$ cat src/sv/gpsm_pkg.sv
`timescale 1ns / 1ps
package gpsm_pkg;

  // Operation carried by one input beat
  typedef enum logic [1:0] {
    MODE_READ  = 2'd0,
    MODE_WRITE = 2'd1,
    MODE_TICK  = 2'd2
  } mode_t;

  // Configuration register indexes
  localparam logic CFG_FIRST_SIX  = 1'b0;
  localparam logic CFG_SECOND_SIX = 1'b1;

  localparam int unsigned SEL_BIT      = 6;
  localparam logic [7:0] LATCH_RESET   = 8'h60;
  localparam logic [7:0] BLOCK_MASK    = 8'h0C;
  localparam logic [7:0] BLOCKED_VALUE = 8'h7F;
  localparam logic [4:0] IDLE_LIMIT    = 5'd25;

  // Per-port update request from the datapath
  typedef struct packed {
    logic       wr;
    logic       tick;
    logic [7:0] data;
  } port_cmd_t;

endpackage

$ cat src/sv/gamepad_port_select_multiplexer_core.sv
`timescale 1ns / 1ps
// Pipeline: each beat passes the input register, then the result register.
// Throughput: one beat per cycle while out_tready is high; port state is updated as a
// beat moves into the result register, so each beat sees the state left by the one before it.
// Reset (rst_n, synchronous, active low): both latches 0x60, phases and idle
// counters 0, six-button flags 0, both pipeline stages empty.
module gamepad_port_select_multiplexer_core
  import gpsm_pkg::*;
(
  input  logic        clk,
  input  logic        rst_n,
  // input channel
  input  logic        in_tvalid,
  output logic        in_tready,
  input  logic [23:0] in_tdata,   // mode[1:0], port[2], write_data[10:3], buttons[22:11], pad
  // result channel
  output logic        out_tvalid,
  input  logic        out_tready,
  output logic [7:0]  out_tdata,  // read_data[7:0]
  // configuration
  input  logic        cfg_we,
  input  logic        cfg_addr,
  input  logic        cfg_wdata
);

  logic        first_six_r, second_six_r;
  logic        s1_valid_r;
  logic [1:0]  s1_mode_r;
  logic        s1_port_r;
  logic [7:0]  s1_data_r;
  logic [11:0] s1_btn_r;
  logic        out_valid_r, out_valid_nxt;
  logic [7:0]  out_data_r, out_data_nxt;
  logic        advance;
  mode_t       mode;
  port_cmd_t   cmd0, cmd1;
  logic [7:0]  latch0, latch1;
  logic [1:0]  phase0, phase1;
  logic [4:0]  idle0, idle1;
  logic [7:0]  rd0, rd1;

  // configuration registers
  always_ff @(posedge clk) begin
    if (!rst_n) begin
      first_six_r  <= 1'b0;
      second_six_r <= 1'b0;
    end else if (cfg_we) begin
      case (cfg_addr)
        CFG_FIRST_SIX:  first_six_r  <= cfg_wdata;
        CFG_SECOND_SIX: second_six_r <= cfg_wdata;
        default: ;
      endcase
    end
  end

  // pipeline flow
  assign advance   = s1_valid_r && (!out_valid_r || out_tready);
  assign in_tready = !s1_valid_r || advance;
  assign mode      = mode_t'(s1_mode_r);

  // input register
  always_ff @(posedge clk) begin
    if (!rst_n) begin
      s1_valid_r <= 1'b0;
    end else if (in_tready) begin
      s1_valid_r <= in_tvalid;
    end
  end

  always_ff @(posedge clk) begin
    if (in_tready && in_tvalid) begin
      s1_mode_r <= in_tdata[1:0];
      s1_port_r <= in_tdata[2];
      s1_data_r <= in_tdata[10:3];
      s1_btn_r  <= in_tdata[22:11];
    end
  end

  // per-port update requests
  always_comb begin
    cmd0.wr   = advance && (mode == MODE_WRITE) && !s1_port_r;
    cmd0.tick = advance && (mode == MODE_TICK);
    cmd0.data = s1_data_r;
    cmd1.wr   = advance && (mode == MODE_WRITE) && s1_port_r;
    cmd1.tick = advance && (mode == MODE_TICK);
    cmd1.data = s1_data_r;
  end

  gpsm_port_state u_port0 (
    .clk(clk), .rst_n(rst_n), .cmd(cmd0),
    .latch(latch0), .phase(phase0), .idle(idle0)
  );

  gpsm_port_state u_port1 (
    .clk(clk), .rst_n(rst_n), .cmd(cmd1),
    .latch(latch1), .phase(phase1), .idle(idle1)
  );

  gpsm_pad_read u_read0 (
    .latch(latch0), .six_button(first_six_r), .phase(phase0),
    .buttons(s1_btn_r), .read_data(rd0)
  );

  gpsm_pad_read u_read1 (
    .latch(latch1), .six_button(second_six_r), .phase(phase1),
    .buttons(s1_btn_r), .read_data(rd1)
  );

  // result selection
  always_comb begin
    case (mode)
      MODE_READ: begin
        if (!s1_port_r) begin
          out_data_nxt = rd0;
        end else if ((latch1 & BLOCK_MASK) != 8'h00) begin
          out_data_nxt = BLOCKED_VALUE;
        end else begin
          out_data_nxt = rd1;
        end
      end
      MODE_WRITE: out_data_nxt = s1_data_r;
      default:    out_data_nxt = 8'h00;
    endcase
  end

  assign out_valid_nxt = advance || (out_valid_r && !out_tready);

  // result register
  always_ff @(posedge clk) begin
    if (!rst_n) begin
      out_valid_r <= 1'b0;
    end else begin
      out_valid_r <= out_valid_nxt;
    end
  end

  always_ff @(posedge clk) begin
    if (advance) begin
      out_data_r <= out_data_nxt;
    end
  end

  assign out_tvalid = out_valid_r;
  assign out_tdata  = out_data_r;

  // checks
  a_idle_bound: assert property (@(posedge clk) disable iff (!rst_n)
    (idle0 <= IDLE_LIMIT + 5'd1) && (idle1 <= IDLE_LIMIT + 5'd1))
    else $error("idle counter above saturation");

  a_tick_clears_phase: assert property (@(posedge clk) disable iff (!rst_n)
    (cmd0.tick && (idle0 > IDLE_LIMIT)) |=> (phase0 == 2'd0))
    else $error("expired tick did not clear phase");

  a_write_latches: assert property (@(posedge clk) disable iff (!rst_n)
    cmd1.wr |=> (latch1 == $past(s1_data_r)) && (idle1 == 5'd0))
    else $error("write did not update second port");

  a_stall_holds_stage: assert property (@(posedge clk) disable iff (!rst_n)
    !in_tready |-> (s1_valid_r && out_valid_r))
    else $error("input stalled with room in pipeline");

endmodule

$ cat src/sv/gpsm_pad_read.sv
`timescale 1ns / 1ps
module gpsm_pad_read
  import gpsm_pkg::*;
(
  input  logic [7:0]  latch,
  input  logic        six_button,
  input  logic [1:0]  phase,
  input  logic [11:0] buttons,
  output logic [7:0]  read_data
);

  logic [2:0] sel;
  logic [1:0] sa;

  // low bit from the select line, upper bits from the phase on six-button pads
  assign sel = {(six_button ? phase : 2'b00), latch[SEL_BIT]};
  // start on bit 5, A on bit 4
  assign sa  = {buttons[4], buttons[5]};

  always_comb begin
    case (sel)
      3'd1, 3'd3, 3'd5: read_data = {2'b01, buttons[7], buttons[6], buttons[3:0]};
      3'd0, 3'd2:       read_data = {2'b00, sa, 2'b00, buttons[1:0]};
      3'd4:             read_data = {2'b00, sa, 4'h0};
      3'd6:             read_data = {2'b00, sa, 4'hF};
      default: begin
        read_data = {2'b01, buttons[7], buttons[6],
                     buttons[8], buttons[9], buttons[10], buttons[11]};
      end
    endcase
  end

endmodule

$ cat src/sv/gpsm_port_state.sv
`timescale 1ns / 1ps
module gpsm_port_state
  import gpsm_pkg::*;
(
  input  logic       clk,
  input  logic       rst_n,
  input  port_cmd_t  cmd,
  output logic [7:0] latch,
  output logic [1:0] phase,
  output logic [4:0] idle
);

  logic [7:0] latch_r, latch_nxt;
  logic [1:0] phase_r, phase_nxt;
  logic [4:0] idle_r,  idle_nxt;

  // write: rising select advances phase; tick: idle count saturates, then phase clears
  always_comb begin
    latch_nxt = latch_r;
    phase_nxt = phase_r;
    idle_nxt  = idle_r;
    if (cmd.wr) begin
      if (!latch_r[SEL_BIT] && cmd.data[SEL_BIT]) begin
        phase_nxt = phase_r + 2'd1;
      end
      idle_nxt  = '0;
      latch_nxt = cmd.data;
    end else if (cmd.tick) begin
      if (idle_r <= IDLE_LIMIT) begin
        idle_nxt = idle_r + 5'd1;
      end else begin
        phase_nxt = '0;
      end
    end
  end

  always_ff @(posedge clk) begin
    if (!rst_n) begin
      latch_r <= LATCH_RESET;
      phase_r <= '0;
      idle_r  <= '0;
    end else begin
      latch_r <= latch_nxt;
      phase_r <= phase_nxt;
      idle_r  <= idle_nxt;
    end
  end

  assign latch = latch_r;
  assign phase = phase_r;
  assign idle  = idle_r;

endmodule

$ cat config.mk
export PLATFORM = sky130hd
export DESIGN_NAME = gamepad_port_select_multiplexer_core
export DESIGN_NICKNAME = d
export VERILOG_FILES = /design/src/sv/gpsm_pkg.sv /design/src/sv/gamepad_port_select_multiplexer_core.sv /design/src/sv/gpsm_pad_read.sv /design/src/sv/gpsm_port_state.sv
export SDC_FILE = /design/constraint.sdc
export NUM_CORES = 1
export LEC_CHECK = 0
export ABC_CLOCK_PERIOD_IN_PS = 2390
export BUFFER_PORTS_ARGS = -buffer_cell sky130_fd_sc_hd__clkbuf_2
export CAP_MARGIN = 10
export CORE_MARGIN = 2
export CORE_UTILIZATION = 40
export CTS_CLUSTER_DIAMETER = 150
export DETAILED_ROUTE_END_ITERATION = 16
export GPL_TIMING_DRIVEN = 0
export HOLD_SLACK_MARGIN = 0.1
export PLACE_DENSITY = 0.6
export SYNTH_ARGS = -nofsm -noshare
export SYNTH_HDL_FRONTEND = slang
export SYNTH_SLANG_ARGS = --single-unit
export TNS_END_PERCENT = 100
$ cat constraint.sdc
create_clock -name clk -period 2.39 [get_ports clk]
set_input_delay 0.478 -clock clk [delete_from_list [all_inputs] [get_ports clk]]
set_output_delay 0.478 -clock clk [all_outputs]
set_load 0.02 [all_outputs]
# --- Yosys cells after proc, flatten, opt, wreduce, memory -nomap -nowiden ---
# Cells that the tools add are included.
classes:
  addsub: 4
  n_lt_le_gt_ge: 2
  n_eq_ne: 18
  n_mux: 15
  bitwise: 2
  reduce_logical: 36
op_table:
  columns: ["cell", "count"]
  rows:
  - ["7-bit one-hot mux with 4 select lines", 2]
  - ["2-bit 2-to-1 mux", 10]
  - ["3-bit equality test (second input constant)", 6]
  - ["8-bit 2-to-1 mux", 2]
  - ["8-bit one-hot mux with 2 select lines", 1]
  - ["3-bit by 2-bit equality test with 1-bit output (second input constant)", 4]
  - ["5-bit by 1-bit adder with 5-bit output (second input constant)", 2]
  - ["5-bit less-or-equal comparator (second input constant)", 2]
  - ["1-bit logical AND", 9]
  - ["2-bit AND reduction", 4]
  - ["8-bit nonzero test", 1]
  - ["2-bit OR reduction", 4]
  - ["3-bit by 1-bit equality test with 1-bit output (second input constant)", 2]
  - ["1-bit logical NOT", 6]
  - ["3-bit logical NOT", 2]
  - ["3-bit AND reduction", 2]
  - ["3-bit OR reduction", 2]
  - ["2-bit by 1-bit adder with 2-bit output (second input constant)", 2]
  - ["2-bit by 1-bit != test with 1-bit output (second input constant)", 2]
  - ["2-bit != test (second input constant)", 2]
  - ["2-bit nonzero test", 2]
  - ["1-bit logical OR", 3]
  - ["2-bit by 1-bit equality test with 1-bit output (second input constant)", 1]
  - ["2-bit equality test (second input constant)", 1]
  - ["other kinds (2)", 3]
word_totals:
  regBits: 63
  inputBits: 31
  out_inout_bits: 10
  elab_cells: 92

# --- Longest topological paths before layout ---
logic_depth:
  depth_word: 7
  mapped_depth: 6
  depth_no_buf: 6

# --- Cells and area by module ---
# A second synthesis with hierarchy kept.
unflattened:
  hier_cells: 265
  area_unflattened_um2: 2991.6
by_module_without_submodules:
  columns: ["module", "instances", "cells_per_inst", "area_per_inst_um2", "seq_area_each_um2"]
  rows:
  - ["gpsm_port_state", 2, 67, 678.2, 300.3]
  - ["gamepad_port_select_multiplexer_core", 1, 87, 1300.0, 1011.0]
  - ["gpsm_pad_read", 2, 22, 167.7, 0.0]

# --- Least setup slack after synthesis ---
# No wires, ideal clock.
synth_timing:
  path_kind: "register to register"
  from: "register out_valid_r, in the netlist out_tvalid"
  to: "register s1_mode_r[0], in the netlist mode[0], enable pin"
  setup_time_ns: 0.382
  arrival_ns: 1.391
  required_ns: 2.008
  slack_ns: 0.617
  path_stages_with_launch: 4
  path_buffers: 0
  synth_period_minus_slack_ns: 1.773
  cell_sequence: "dfxtp_1 -> nor2b_1 -> nand2_1 -> and2_1"
synth_via:
  elab_chain_len: 5
synth_rtl:
  columns: ["item", "line_no", "rtl"]
  rows:
  - ["from (decl)", "gamepad_port_select_multiplexer_core.sv:32", "logic out_valid_r, out_valid_nxt;"]
  - ["from (signal assigned)", "gamepad_port_select_multiplexer_core.sv:133", "out_valid_r <= out_valid_nxt;"]
  - ["1-bit logical NOT", "gamepad_port_select_multiplexer_core.sv:57", "assign advance = s1_valid_r && (!out_valid_r || out_tready);"]
  - ["1-bit logical OR", "gamepad_port_select_multiplexer_core.sv:57", null]
  - ["1-bit logical AND", "gamepad_port_select_multiplexer_core.sv:57", null]
  - ["1-bit logical OR", "gamepad_port_select_multiplexer_core.sv:58", "assign in_tready = !s1_valid_r || advance;"]
  - ["named net in_tready", "gamepad_port_select_multiplexer_core.sv:14", "output logic in_tready,"]
  - ["1-bit logical AND", "gamepad_port_select_multiplexer_core.sv:71", "if (in_tready && in_tvalid) begin"]
  - ["to (signal assigned)", "gamepad_port_select_multiplexer_core.sv:72", "s1_mode_r <= in_tdata[1:0];"]
  - ["to (decl)", "gamepad_port_select_multiplexer_core.sv:28", "logic [1:0] s1_mode_r;"]
# The timed path passes the listed nets, and every way through them passes these cells.
# A chain may end at the register's enable or synchronous reset.

# --- Worst setup path in the final report ---
layout_timing:
  from: "register out_valid_r, in the netlist out_tvalid"
  to: "register s1_btn_r[5], enable pin"
layout_via:
  elab_chain_len: 5
layout_rtl:
  columns: ["item", "line_no", "rtl"]
  rows:
  - ["1-bit logical NOT", "gamepad_port_select_multiplexer_core.sv:57", null]
  - ["1-bit logical OR", "gamepad_port_select_multiplexer_core.sv:57", null]
  - ["1-bit logical AND", "gamepad_port_select_multiplexer_core.sv:57", null]
  - ["1-bit logical OR", "gamepad_port_select_multiplexer_core.sv:58", null]
  - ["1-bit logical AND", "gamepad_port_select_multiplexer_core.sv:71", null]
  - ["to (signal assigned)", "gamepad_port_select_multiplexer_core.sv:75", "s1_btn_r <= in_tdata[22:11];"]
  - ["to (decl)", "gamepad_port_select_multiplexer_core.sv:31", "logic [11:0] s1_btn_r;"]
# No other way between the ends.

==> flow_summary.json <==
{
  "status": "completed",
  "grt_pass1_vias": 1787,
  "fp.dieH_um": 82.9,
  "std_cell_rows": 28,
  "wl_met3_um": 169,
  "clockRootBuffer": "clkbuf_8",
  "htreeDepth": 2,
  "worstPathArrival_ns": 1.67,
  "period_needed_ns": 1.74,
  "finalCritPeriodShare_pct": 72.9,
  "dr_wl_met2_um": 2380,
  "cts_tree": "yes",
  "start_util_pct": 41.8,
  "m1WireLength_um": 2080,
  "track_usage_pct": 14.5,
  "routed_via_density": 5.23,
  "synth_seq_cells": 53,
  "final-setup-viol-count": 0,
  "p_leak_nw": 1.19,
  "detail_route.wl_per_cell_um": 13.6,
  "io_buffers": 38,
  "ys_warn_count": 0,
  "irDropWorstVdd_v": 0.000309,
  "cts_resized": 0,
  "critPathKind": "reg -> reg",
  "yosysTopAreaCellShare_pct": 37.4,
  "final_nets": 304,
  "drtAntennaViolNets": 0,
  "clockBufferDepth": 2,
  "cts_buffers": 5,
  "coreArea_sq_um": 5960,
  "yosysSeqAreaShare_pct": 55.0,
  "wirelength_um": 4690,
  "dr.pass1.iters": 5,
  "hold_class": "in -> reg",
  "synth_top_area_cell": "edfxtp_1",
  "hold-path-endpoint": "s1_btn_r[11]",
  "dpl.hpwl_um": 3370,
  "reg2regPathDepth": 3,
  "setup_tns_ns": 0,
  "cts_hold_buf": 0,
  "slew_violations": 0,
  "hold_violations": 0,
  "synth_edf_count": 31,
  "cap_violations": 0,
  "async_flop_share_pct": 0,
  "pwr_density_cell_nw_per_um2": 614,
  "r2r_slack_ns": 0.65,
  "synth_ff_type": "edfxtp_1",
  "rr_endpoint": "s1_btn_r[5]",
  "synth_common_cells": "31 x edfxtp_1, 28 x a21oi_1, 22 x dfxtp_1, 15 x nor2_1, 14 x nand2_1",
  "setup_ws_ns": 0.648,
  "skew_ns": 0.00721,
  "pre_cts_ws_ns": 0.463,
  "ys_types": 49,
  "rsz0062_at_grt": "no",
  "cpPeakStageDelay_ns": 0.76,
  "r2r-start": "out_tvalid",
  "post_cts_buffers": 0,
  "cp_max_fo": 23,
  "syn_nets": 259,
  "finalPower_mw": 1.77,
  "clk_pin_slew_worst_paths_ns": 0.09,
  "antenna-diode-count": 0,
  "antenna_found_initial": 0,
  "drtIter0Drc": 81,
  "clkLatencyLatePin_ns": 0.30,
  "syn_to_final_growth_pct": 15.7,
  "routabilityCongestion": 0.744,
  "route.detailed.drc": 0,
  "hold_depth": 1,
  "netlist_instances": 224,
  "ios": 41,
  "cts.sinks": 53,
  "min-delay-start": "in_tdata[22]",
  "cp_slowest_cell": "and2_1",
  "num_vias": 1805,
  "syn_area_sq_um": 2490,
  "fin_util_pct": 48.4,
  "yosys-top-cells-area": "edfxtp_1 37%, dfxtp_1 18%, a21oi_1 5.6%",
  "fmax_ghz": 0.574,
  "grt_overflow": 0,
  "path_cells": "nor2b_1 -> nand2_1 -> and2_1",
  "synth_most_common_cell": "edfxtp_1",
  "syn_avg_cell_area_sq_um": 11.1,
  "fin_area_sq_um": 2880,
  "slew_headroom_pct": 35.3,
  "grt_max_degree": 24,
  "chipWidth_um": 82.9,
  "worstSetupEndpointType": "flop",
  "die_area_sq_um": 6870,
  "top_layer_used": "met4",
  "tightest_slew_ns": 0.971,
  "drive_above_1_share_pct": 24.8,
  "startpoint_type": "flop",
  "critical_path_required_ns": 2.32,
  "post_dp_cell_area_sq_um": 2780,
  "grt_first_pass_wirelength_um": 8090
}
==> per-stage QoR <==
stage,cells,hold WS [ns]
floorplan,224,0.459
global placement,337,0.488
detailed placement,337,0.493
CTS,345,0.340
global route,345,0.337
finish,345,0.347
==> layer usage <==
metal,vias up,GRT usage [%]
met4,0,4.62
met2,35,25.8
met3,4,3.38
met5,-,0
met1,842,17.4
li1,924,-
==> cells in the final DEF (no fill, tap or decap), types with 2 or more instances in the layout <==
cell type / n
clkbuf_2: 38
edfxtp_1: 31
a21oi_1: 28
dfxtp_1: 22
nor2_1: 15
nand2_1: 14
inv_1: 10
nor2b_1: 8
clkbuf_8: 7
mux2i_1: 7
and3_1: 6
o21ai_0: 5
nand4_1: 4
a211oi_1: 4
or3_1: 4
ha_1: 4
and2_1: 3
buf_2: 3
buf_6: 3
nand2b_1: 3
a221oi_1: 3
o21bai_1: 3
and2b_2: 3
nor3_1: 3
nand3_2: 3
a311oi_1: 3
o221ai_1: 2
nor3b_2: 2
and3b_2: 2
a211o_1: 2
a32o_1: 2
o22ai_1: 2
==> flip-flops by register name, indices dropped and copies added, names as in the netlist <==
signal,cells
s1_valid_r,1
first_six_r,1
out_tdata,8
u_port0.latch,1
u_port0.idle,5
u_port1.phase,2
u_port1.latch,3
mode,2
out_tvalid,1
s1_data_r,8
u_port1.idle,5
s1_btn_r,12
second_six_r,1
u_port0.phase,2
s1_port_r,1
==> how the worst max path moves through the flow <==
stage	endpoint	depth (start not counted)	slack, ns	from
after floorplan	mode[0]	3	0.62	out_tvalid
after global placement	s1_data_r[7]	4	0.48	out_tready
after detailed placement	s1_data_r[5]	4	0.46	out_tready
after CTS	s1_btn_r[3]	3	0.59	out_tvalid
after global routing	s1_btn_r[10]	3	0.46	out_tvalid
final	s1_btn_r[5]	3	0.65	out_tvalid
==> final cells by class <==
type	instances	area, sq um
flip-flops and latches	53	1370
well taps	75	93.8
repair buffers	38	190
clock buffers	6	72.6
plain buffers	9	80.1
clock inverters	2	35.0
fillers	564	3070
inverters	11	41.3
multi-input cells	151	998
==> critical path, delay by kind of cell, from the launching register on <==
family,cells,cell delay (ns)
and+or+nand+nor,3,1.00
DFF,1,0.36
==> power by group <==
| group | switching (mW) | total, mW | internal, mW | leakage (nW) |
|---|---|---|---|---|
| combinational | 0.0846 | 0.152 | 0.0671 | 0.655 |
| sequential | 0.0198 | 1.03 | 1.01 | 0.481 |
| clock | 0.280 | 0.591 | 0.311 | 0.0552 |
==> logic make-up after synthesis <==
| logic type | Yosys count | share of synthesized area, % |
|---|---|---|
| AO/OA/AOI/OAI | 66 | 17.8 |
| adder cells (fa/ha/maj) | 4 | 2.01 |
| buffers and inverters | 20 | 4.87 |
| flip-flops | 53 | 55.0 |
| multiplexers | 7 | 2.81 |
| AND/OR/NAND/NOR | 74 | 17.4 |
No activity file was read; power rests on OpenSTA's default activity.
